File: config.mk
export PLATFORM = sky130hd
export DESIGN_NAME = base64_encode_custom_alphabet
export DESIGN_NICKNAME = d
export VERILOG_FILES = /design/src/rtl/core/b64e_pkg.sv /design/src/rtl/core/b64e_ram.sv /design/src/rtl/core/base64_encode_custom_alphabet.sv
export SDC_FILE = /design/constraint.sdc
export NUM_CORES = 1
export LEC_CHECK = 0
export ABC_AREA = 1
export BUFFER_PORTS_ARGS = -buffer_cell sky130_fd_sc_hd__buf_2
export CAP_MARGIN = 40
export CORE_ASPECT_RATIO = 0.5
export CORE_MARGIN = 1.5
export CORE_UTILIZATION = 25
export CTS_BUF_LIST = sky130_fd_sc_hd__clkbuf_4 sky130_fd_sc_hd__clkbuf_8 sky130_fd_sc_hd__clkbuf_16
export DETAILED_ROUTE_END_ITERATION = 8
export PLACE_DENSITY = 0.44
export SYNTH_ARGS = -nofsm -noshare
export SYNTH_HDL_FRONTEND = slang
export SYNTH_SLANG_ARGS = --single-unit
File: constraint.sdc
create_clock -name clk_i -period 3.4 [get_ports clk_i]
set_clock_uncertainty 0.15 [all_clocks]
set_input_delay 0.68 -clock clk_i [delete_from_list [all_inputs] [get_ports clk_i]]
set_output_delay 0.68 -clock clk_i [all_outputs]
set_load 0.03 [all_outputs]
File: src/rtl/core/b64e_pkg.sv
// b64e_pkg: shared types, command codes and the default alphabet of the encoder
// depends on nothing; imported by the encoder top level and its checker
`timescale 1ns / 1ps

package b64e_pkg;

  // alphabet geometry: 64 symbols plus the pad entry
  localparam int unsigned TABLE_DEPTH = 65;
  localparam int unsigned IDX_W       = $clog2(TABLE_DEPTH);
  localparam int unsigned MAX_OPS     = 4;

  typedef logic [IDX_W-1:0] idx_t;
  typedef logic [7:0]       char_t;

  localparam idx_t PAD_ENTRY = idx_t'(64);

  // input command codes
  typedef enum logic [1:0] {
    CMD_DATA  = 2'd0,
    CMD_LAST  = 2'd1,
    CMD_END   = 2'd2,
    CMD_WRITE = 2'd3
  } cmd_e;

  // default character of an alphabet entry that was never rewritten
  function automatic char_t b64e_std_char(idx_t idx);
    char_t c;
    c = 8'h3d;
    if (idx < idx_t'(26)) begin
      c = 8'(8'h41 + {1'b0, idx});
    end else if (idx < idx_t'(52)) begin
      c = 8'(8'h61 + {1'b0, idx} - 8'd26);
    end else if (idx < idx_t'(62)) begin
      c = 8'(8'h30 + {1'b0, idx} - 8'd52);
    end else if (idx == idx_t'(62)) begin
      c = 8'h2b;
    end else if (idx == idx_t'(63)) begin
      c = 8'h2f;
    end
    return c;
  endfunction

endpackage

File: src/rtl/core/b64e_ram.sv
// b64e_ram: generic single-write, single-read ram with registered read data
// depends on nothing; used for the alphabet store of the encoder
`timescale 1ns / 1ps

module b64e_ram #(
  parameter int unsigned WIDTH = 8,
  parameter int unsigned DEPTH = 65,
  parameter int unsigned AW    = $clog2(DEPTH)
) (
  input  logic             clk_i,
  input  logic             we_i,
  input  logic [AW-1:0]    waddr_i,
  input  logic [WIDTH-1:0] wdata_i,
  input  logic             re_i,
  input  logic [AW-1:0]    raddr_i,
  output logic [WIDTH-1:0] rdata_o
);

  logic [WIDTH-1:0] mem_q [DEPTH];
  logic [WIDTH-1:0] rdata_q;

  // write port
  always_ff @(posedge clk_i) begin
    if (we_i) begin
      mem_q[waddr_i] <= wdata_i;
    end
  end

  // registered read port
  always_ff @(posedge clk_i) begin
    if (re_i) begin
      rdata_q <= mem_q[raddr_i];
    end
  end

  assign rdata_o = rdata_q;

endmodule

File: src/rtl/core/base64_encode_custom_alphabet.sv
// base64_encode_custom_alphabet: streaming base64 encoder, loadable alphabet
// depends on b64e_pkg and b64e_ram
//
//   channel   dir  tdata                                  tuser        tlast
//   s_axis    in   [7:0] data_byte, [14:8] table_index    [1:0] cmd    -
//   m_axis    out  [7:0] out_char                         -            last_char
//
// an item is decoded into 0..4 operations as it is accepted; one operation per
// cycle goes to the alphabet ram, a read only with room in the output queue, so an
// item holds the job slot until all its operations have gone (a table write has
// one, an item without output none); sustained rate is one character per cycle
// while m_axis accepts, set by the single ram read port; ram reads are registered.
// reset clears per-entry valid bits, so the table reads the standard alphabet
// and '=' at once; no clearing pass is needed.
// a stalled m_axis fills a two-entry output queue, then reads stop; writes do not.
`timescale 1ns / 1ps

module base64_encode_custom_alphabet
  import b64e_pkg::*;
(
  input  logic        clk_i,
  input  logic        rst_ni,
  input  logic        s_axis_tvalid,
  output logic        s_axis_tready,
  input  logic [15:0] s_axis_tdata,  // [7:0] data_byte, [14:8] table_index, [15] zero
  input  logic [1:0]  s_axis_tuser,  // [1:0] command
  output logic        m_axis_tvalid,
  input  logic        m_axis_tready,
  output logic [7:0]  m_axis_tdata,  // [7:0] out_char
  output logic        m_axis_tlast
);

  // input fields
  cmd_e  in_cmd;
  char_t in_byte;
  idx_t  in_index;
  logic  in_xfer;

  assign in_cmd   = cmd_e'(s_axis_tuser);
  assign in_byte  = s_axis_tdata[7:0];
  assign in_index = s_axis_tdata[14:8];
  assign in_xfer  = s_axis_tvalid && s_axis_tready;

  // group state
  logic [1:0] phase_q, phase_d;
  logic [3:0] lo_q, lo_d;

  // job slot: queued operations of the current item
  idx_t       job_idx_q [MAX_OPS];
  idx_t       job_idx_d [MAX_OPS];
  logic [2:0] job_cnt_q, job_cnt_d;
  logic       job_wr_q, job_wr_d;
  logic       job_last_q, job_last_d;
  char_t      job_wdata_q, job_wdata_d;

  // decode results
  idx_t       push_op [2];
  logic [2:0] push_n;
  logic [1:0] push_ph;
  logic [3:0] push_lo;
  logic [1:0] fl_ph;
  logic [3:0] fl_lo;
  idx_t       fl_op [3];
  logic [2:0] fl_n;

  // read pipeline and output queue
  logic       op_fire, op_rd, op_wr, room;
  logic       rd_pend_q, rd_last_q, rd_vld_q;
  idx_t       rd_idx_q;
  logic [TABLE_DEPTH-1:0] valid_q;
  char_t      ram_rdata, push_char;
  char_t      fifo_char_q [2];
  logic       fifo_last_q [2];
  logic       wr_ptr_q, rd_ptr_q;
  logic [1:0] fifo_cnt_q;
  logic       pop;

  // one byte into the group
  always_comb begin
    push_op[0] = '0;
    push_op[1] = '0;
    case (phase_q)
      2'd0: begin
        push_op[0] = idx_t'(in_byte[7:2]);
        push_n     = 3'd1;
        push_ph    = 2'd1;
        push_lo    = {2'b00, in_byte[1:0]};
      end
      2'd1: begin
        push_op[0] = idx_t'({lo_q[1:0], in_byte[7:4]});
        push_n     = 3'd1;
        push_ph    = 2'd2;
        push_lo    = in_byte[3:0];
      end
      default: begin
        push_op[0] = idx_t'({lo_q[3:0], in_byte[7:6]});
        push_op[1] = idx_t'(in_byte[5:0]);
        push_n     = 3'd2;
        push_ph    = 2'd0;
        push_lo    = 4'd0;
      end
    endcase
  end

  // flush of the open group with pad characters
  always_comb begin
    fl_ph    = (in_cmd == CMD_END) ? phase_q : push_ph;
    fl_lo    = (in_cmd == CMD_END) ? lo_q : push_lo;
    fl_op[0] = '0;
    fl_op[1] = PAD_ENTRY;
    fl_op[2] = PAD_ENTRY;
    case (fl_ph)
      2'd1: begin
        fl_op[0] = idx_t'({fl_lo[1:0], 4'b0000});
        fl_n     = 3'd3;
      end
      2'd2: begin
        fl_op[0] = idx_t'({fl_lo[3:0], 2'b00});
        fl_n     = 3'd2;
      end
      default: begin
        fl_n = 3'd0;
      end
    endcase
  end

  // sequencer: one ram access per cycle, read only with room downstream
  assign pop     = m_axis_tvalid && m_axis_tready;
  assign room    = ({1'b0, fifo_cnt_q} + {2'b00, rd_pend_q}) < (pop ? 3'd3 : 3'd2);
  assign op_fire = (job_cnt_q != 3'd0) && (job_wr_q || room);
  assign op_rd   = op_fire && !job_wr_q;
  assign op_wr   = op_fire && job_wr_q;
  assign s_axis_tready = (job_cnt_q == 3'd0) || ((job_cnt_q == 3'd1) && op_fire);

  // next job and group state
  always_comb begin
    phase_d     = phase_q;
    lo_d        = lo_q;
    job_cnt_d   = job_cnt_q;
    job_wr_d    = job_wr_q;
    job_last_d  = job_last_q;
    job_wdata_d = job_wdata_q;
    for (int k = 0; k < MAX_OPS; k++) begin
      job_idx_d[k] = job_idx_q[k];
    end
    if (op_fire) begin
      for (int k = 0; k < MAX_OPS - 1; k++) begin
        job_idx_d[k] = job_idx_q[k+1];
      end
      job_cnt_d = job_cnt_q - 3'd1;
    end
    if (in_xfer) begin
      job_wr_d    = 1'b0;
      job_last_d  = 1'b0;
      job_wdata_d = in_byte;
      unique case (in_cmd)
        CMD_DATA: begin
          job_idx_d[0] = push_op[0];
          job_idx_d[1] = push_op[1];
          job_cnt_d    = push_n;
          phase_d      = push_ph;
          lo_d         = push_lo;
        end
        CMD_LAST: begin
          job_idx_d[0] = push_op[0];
          if (push_n == 3'd1) begin
            job_idx_d[1] = fl_op[0];
            job_idx_d[2] = fl_op[1];
            job_idx_d[3] = fl_op[2];
          end else begin
            job_idx_d[1] = push_op[1];
            job_idx_d[2] = fl_op[0];
            job_idx_d[3] = fl_op[1];
          end
          job_cnt_d  = push_n + fl_n;
          job_last_d = 1'b1;
          phase_d    = 2'd0;
          lo_d       = 4'd0;
        end
        CMD_END: begin
          job_idx_d[0] = fl_op[0];
          job_idx_d[1] = fl_op[1];
          job_idx_d[2] = fl_op[2];
          job_cnt_d    = fl_n;
          job_last_d   = 1'b1;
          phase_d      = 2'd0;
          lo_d         = 4'd0;
        end
        CMD_WRITE: begin
          job_idx_d[0] = in_index;
          job_wr_d     = 1'b1;
          job_cnt_d    = (in_index <= PAD_ENTRY) ? 3'd1 : 3'd0;
        end
        default: begin
          job_cnt_d = 3'd0;
        end
      endcase
    end
  end

  // control registers
  always_ff @(posedge clk_i or negedge rst_ni) begin
    if (!rst_ni) begin
      phase_q   <= 2'd0;
      lo_q      <= 4'd0;
      job_cnt_q <= 3'd0;
      job_wr_q  <= 1'b0;
      rd_pend_q <= 1'b0;
      valid_q   <= '0;
    end else begin
      phase_q   <= phase_d;
      lo_q      <= lo_d;
      job_cnt_q <= job_cnt_d;
      job_wr_q  <= job_wr_d;
      rd_pend_q <= op_rd;
      if (op_wr) begin
        valid_q[job_idx_q[0]] <= 1'b1;
      end
    end
  end

  // job payload and read tags
  always_ff @(posedge clk_i) begin
    job_last_q  <= job_last_d;
    job_wdata_q <= job_wdata_d;
    for (int k = 0; k < MAX_OPS; k++) begin
      job_idx_q[k] <= job_idx_d[k];
    end
    if (op_rd) begin
      rd_idx_q  <= job_idx_q[0];
      rd_vld_q  <= valid_q[job_idx_q[0]];
      rd_last_q <= job_last_q && (job_cnt_q == 3'd1);
    end
  end

  // alphabet store
  b64e_ram #(
    .WIDTH(8),
    .DEPTH(TABLE_DEPTH)
  ) u_table (
    .clk_i  (clk_i),
    .we_i   (op_wr),
    .waddr_i(job_idx_q[0]),
    .wdata_i(job_wdata_q),
    .re_i   (op_rd),
    .raddr_i(job_idx_q[0]),
    .rdata_o(ram_rdata)
  );

  // entries never written read as the standard alphabet
  assign push_char = rd_vld_q ? ram_rdata : b64e_std_char(rd_idx_q);

  // output queue control
  always_ff @(posedge clk_i or negedge rst_ni) begin
    if (!rst_ni) begin
      wr_ptr_q   <= 1'b0;
      rd_ptr_q   <= 1'b0;
      fifo_cnt_q <= 2'd0;
    end else begin
      if (rd_pend_q) begin
        wr_ptr_q <= !wr_ptr_q;
      end
      if (pop) begin
        rd_ptr_q <= !rd_ptr_q;
      end
      fifo_cnt_q <= 2'(fifo_cnt_q + {1'b0, rd_pend_q} - {1'b0, pop});
    end
  end

  // output queue storage
  always_ff @(posedge clk_i) begin
    if (rd_pend_q) begin
      fifo_char_q[wr_ptr_q] <= push_char;
      fifo_last_q[wr_ptr_q] <= rd_last_q;
    end
  end

  assign m_axis_tvalid = (fifo_cnt_q != 2'd0);
  assign m_axis_tdata  = fifo_char_q[rd_ptr_q];
  assign m_axis_tlast  = fifo_last_q[rd_ptr_q];

endmodule

==> impl_metrics.toml <==
[clocking]
cts_inserted_buffers = 70
cts_tree = "yes"
cts_root_buf = "clkbuf_16"
clk_pin_slew_ns = 0.06
cts_sinks = 665
clockBufferDepth = 3
ctsResizeCount = 0
htree_levels = 3
clock_latency_ns = 0.63

[logic_synthesis]
synth_top_family_by_area = "simple AND/OR/NAND/NOR gates"
syn_avg_cell_area_um2 = 10.24
synth_cells = 2806
synth_warnings = 0
ys_top_cells_by_area = "edfxtp_1 (60%), nand2_1 (17%), dfrtp_1 (7.0%), nor2_1 (1.9%), o21ai_0 (1.7%)"
synth_nets = 2849
synthSimpleGateAreaFrac_pct = 22.23
yosysSeqAreaShare_pct = 67.61
yosys.area.top_type_share_pct = 59.67
synthTopCellsByCount = "nand2_1 (1,336), edfxtp_1 (571), nor2_1 (142)"
synth_flop_cell = "edfxtp_1"
synth_enable_flop_cells = 571
synth_fa_ha_area_share_pct = 0.9405
yosysMostFrequentCell = "nand2_1"
synth.area.mux_share_pct = 0
synth_cell_types = 45
synthXorXnorAreaFrac_pct = 0.2438
synth_compound_area_share_pct = 4.685
ys_ff_latch = 665
synth_largest_area_cell = "edfxtp_1"
synth_area_mm2 = 0.02874
async_flop_share_pct = 12.03

[worst_setup_path]
r2r-start = "job_idx_q[0][0]"
cp-start-kind = "flip-flop"
cp-end-kind = "output pin"
r2r_end = "u_table.mem_q[54][0]"
worst-path-max-fanout = 7
crit_type = "flip-flop to output pin"
regToRegSetupSlack_ns = 0.44
crit_arrival_ns = 2.33
crit_required_ns = 2.57
worst-r2r-cell-count = 8

[detailed_routing]
route.vias.total = 19570
drtIter0Drc = 1491
routed_via_density = 4.356
wl_per_cell_um = 18.56
postRouteAntennaNets = 0
remaining_drc_errors = 0
first_pass_iters = 8
routed_wl_um = 83380

[grt]
grt_max_degree = 75
grt_pass1_vias = 18900
antenna_found_initial = 0
grt_pass1_wl_um = 125000
grt_usage_pct = 14.18
gr-total-overflow = 0

[floorplanning]
die_w_um = 482.5
num_io_pins = 33
start_util_pct = 25.36
coreArea_mm2 = 0.1133
die_h_um = 242.7
num_rows = 87
die-area_mm2 = 0.1171

[timing]
slew_headroom_pct = 41.35
rsz0062_at_grt = "no"
worst_slew_pin_slew_ns = 0.8798
fin_setup_tns_ns = 0
fin_crit_sh_pct = 92.93
setup_violations = 0
fmax_mhz = 316.5
min_period_ns = 3.159
final_max_slew_viol_count = 0
hold_viol = 0

[placed_design]
io_buffer_count = 31
dp.final_hpwl_um = 52530
gp_congestion = 0.7992

[layout]
utilization_pct = 29.70
drive_gt1_share_pct = 12.12
area_growth_pct = 17.11
diodes = 0
nets = 2965

[power_and_ir_drop]
p_leak_nw = 13.64
p_per_area_mw_per_mm2 = 822.1
peakVddDrop_uv = 411.4
power_mw = 27.67

[worst_hold_path]
min_from = "s_axis_tdata[4]"
min_path_cells = 1
hp-class = "input port to flip-flop"
hold_end = "job_wdata_q[4]"

[job]
max_cap_viol_count = 0

[outcome]
outcome = "finished, final reports clean"
## timing repair
action	in CTS	in global routing
hold buffers	1	0
setup buffers	0	0
hold endpoints to repair	37	0
## how the worst max path moves through the flow
| stage | depth (start not counted) | to | start | slack (ns) |
|---|---|---|---|---|
| floorplan | 17 | job_cnt_q[1] | s_axis_tuser[0] | 0.20 |
| CTS | 8 | s_axis_tready | rd_pend_q | 0.13 |
| detailed placement | 16 | job_cnt_q[1] | s_axis_tuser[0] | 0.11 |
| global route | 8 | s_axis_tready | rd_pend_q | 0.07 |
| finish | 8 | s_axis_tready | rd_pend_q | 0.24 |
| global placement | 16 | job_cnt_q[1] | s_axis_tuser[0] | 0.05 |
## through the flow
stage          hold WS [ns]  instances  worst slack (ns)  cell area [µm²]
3_5_place_dp         0.2850       4362            0.1051            31230
4_1_cts             0.08977       4492            0.1264            33650
2_1_floorplan        0.2344       2806            0.2002            28740
3_3_place_gp         0.2835       4360           0.05317            31200
6_report             0.1243       4492            0.2405            33650
5_1_grt             0.09778       4492           0.06833            33650
## power by group
part           leakage [nW]  internal (mW)  switching, mW  total, mW
clock network          1.21           4.82           3.28       8.10
registers              6.35           10.0          0.435       10.5
logic                  6.08           2.42           6.69       9.11
total                  13.6           17.3           10.4       27.7
## cell usage in the layout (no fill, tap or decap), types with 6 or more instances in the layout
cell / instances
or2_1: 17
or2_2: 23
a22oi_1: 11
nand3_1: 62
buf_4: 120
buf_2: 30
clkinv_2: 13
nand2_2: 11
bufinv_16: 9
clkbuf_16: 72
nor2_1: 141
ha_1: 20
clkbuf_4: 15
dfxtp_1: 14
edfxtp_1: 571
nand2_1: 1336
o22ai_1: 7
buf_12: 15
clkinv_1: 12
xor2_1: 6
o21ai_1: 28
a21oi_1: 87
inv_1: 105
o21ai_2: 8
inv_2: 14
dfrtp_1: 80
o21ai_0: 98
## flip-flops by register name, indices dropped and copies added (netlist names), 2 cells and up
register,count
fifo_char_q,16
rd_idx_q,7
u_table.mem_q,520
lo_q,4
job_idx_q,21
u_table.rdata_o,8
fifo_cnt_q,2
fifo_last_q,2
job_cnt_q,3
phase_q,2
job_wdata_q,8
valid_q,65
## worst max-delay path, cell delays in order, from the launching register on
cell and delay, ns:
dfrtp_1 0.44, ha_1 0.23, ha_1 0.23, a21oi_1 0.17, nand2_2 0.17, nand2_4 0.11, nand2_4 0.05, nand2_4 0.10
buf_2 0.21
## final cells by class
type / count / area (µm²)
Clock buffer: 92 / 1983
Clock inverter: 37 / 431.7
Fill cell: 11740 / 79670
Inverter: 125 / 476.7
Multi-Input combinational cell: 1894 / 8078
Sequential cell: 665 / 19430
Tap cell: 1513 / 1893
Timing Repair Buffer: 166 / 1361
## kinds of logic (layout without fill, tap and decap cells)
| group | Yosys count | in the layout |
|---|---|---|
| and+or+nand+nor | 1615 | 1615 |
| DFF | 665 | 665 |
| AOI/OAI and AO/OA | 250 | 250 |
| buffers and inverters | 247 | 420 |
| adders and majority gates | 21 | 21 |
| xor gates and xnor gates | 8 | 8 |
## layer usage
layer | part of all wire [%] | GRT usage (%) | wire [µm] | up-vias
met1 | 49 | 20.82 | 41230 | 9627
met4 | 1.8 | 3.034 | 1522 | 0
met2 | 45 | 22.01 | 37290 | 386
met5 | 0 | 0 | 0 | -
li1 | - | - | - | 9451
met3 | 4.0 | 2.062 | 3332 | 102
No activity file was read; power rests on OpenSTA's default activity.
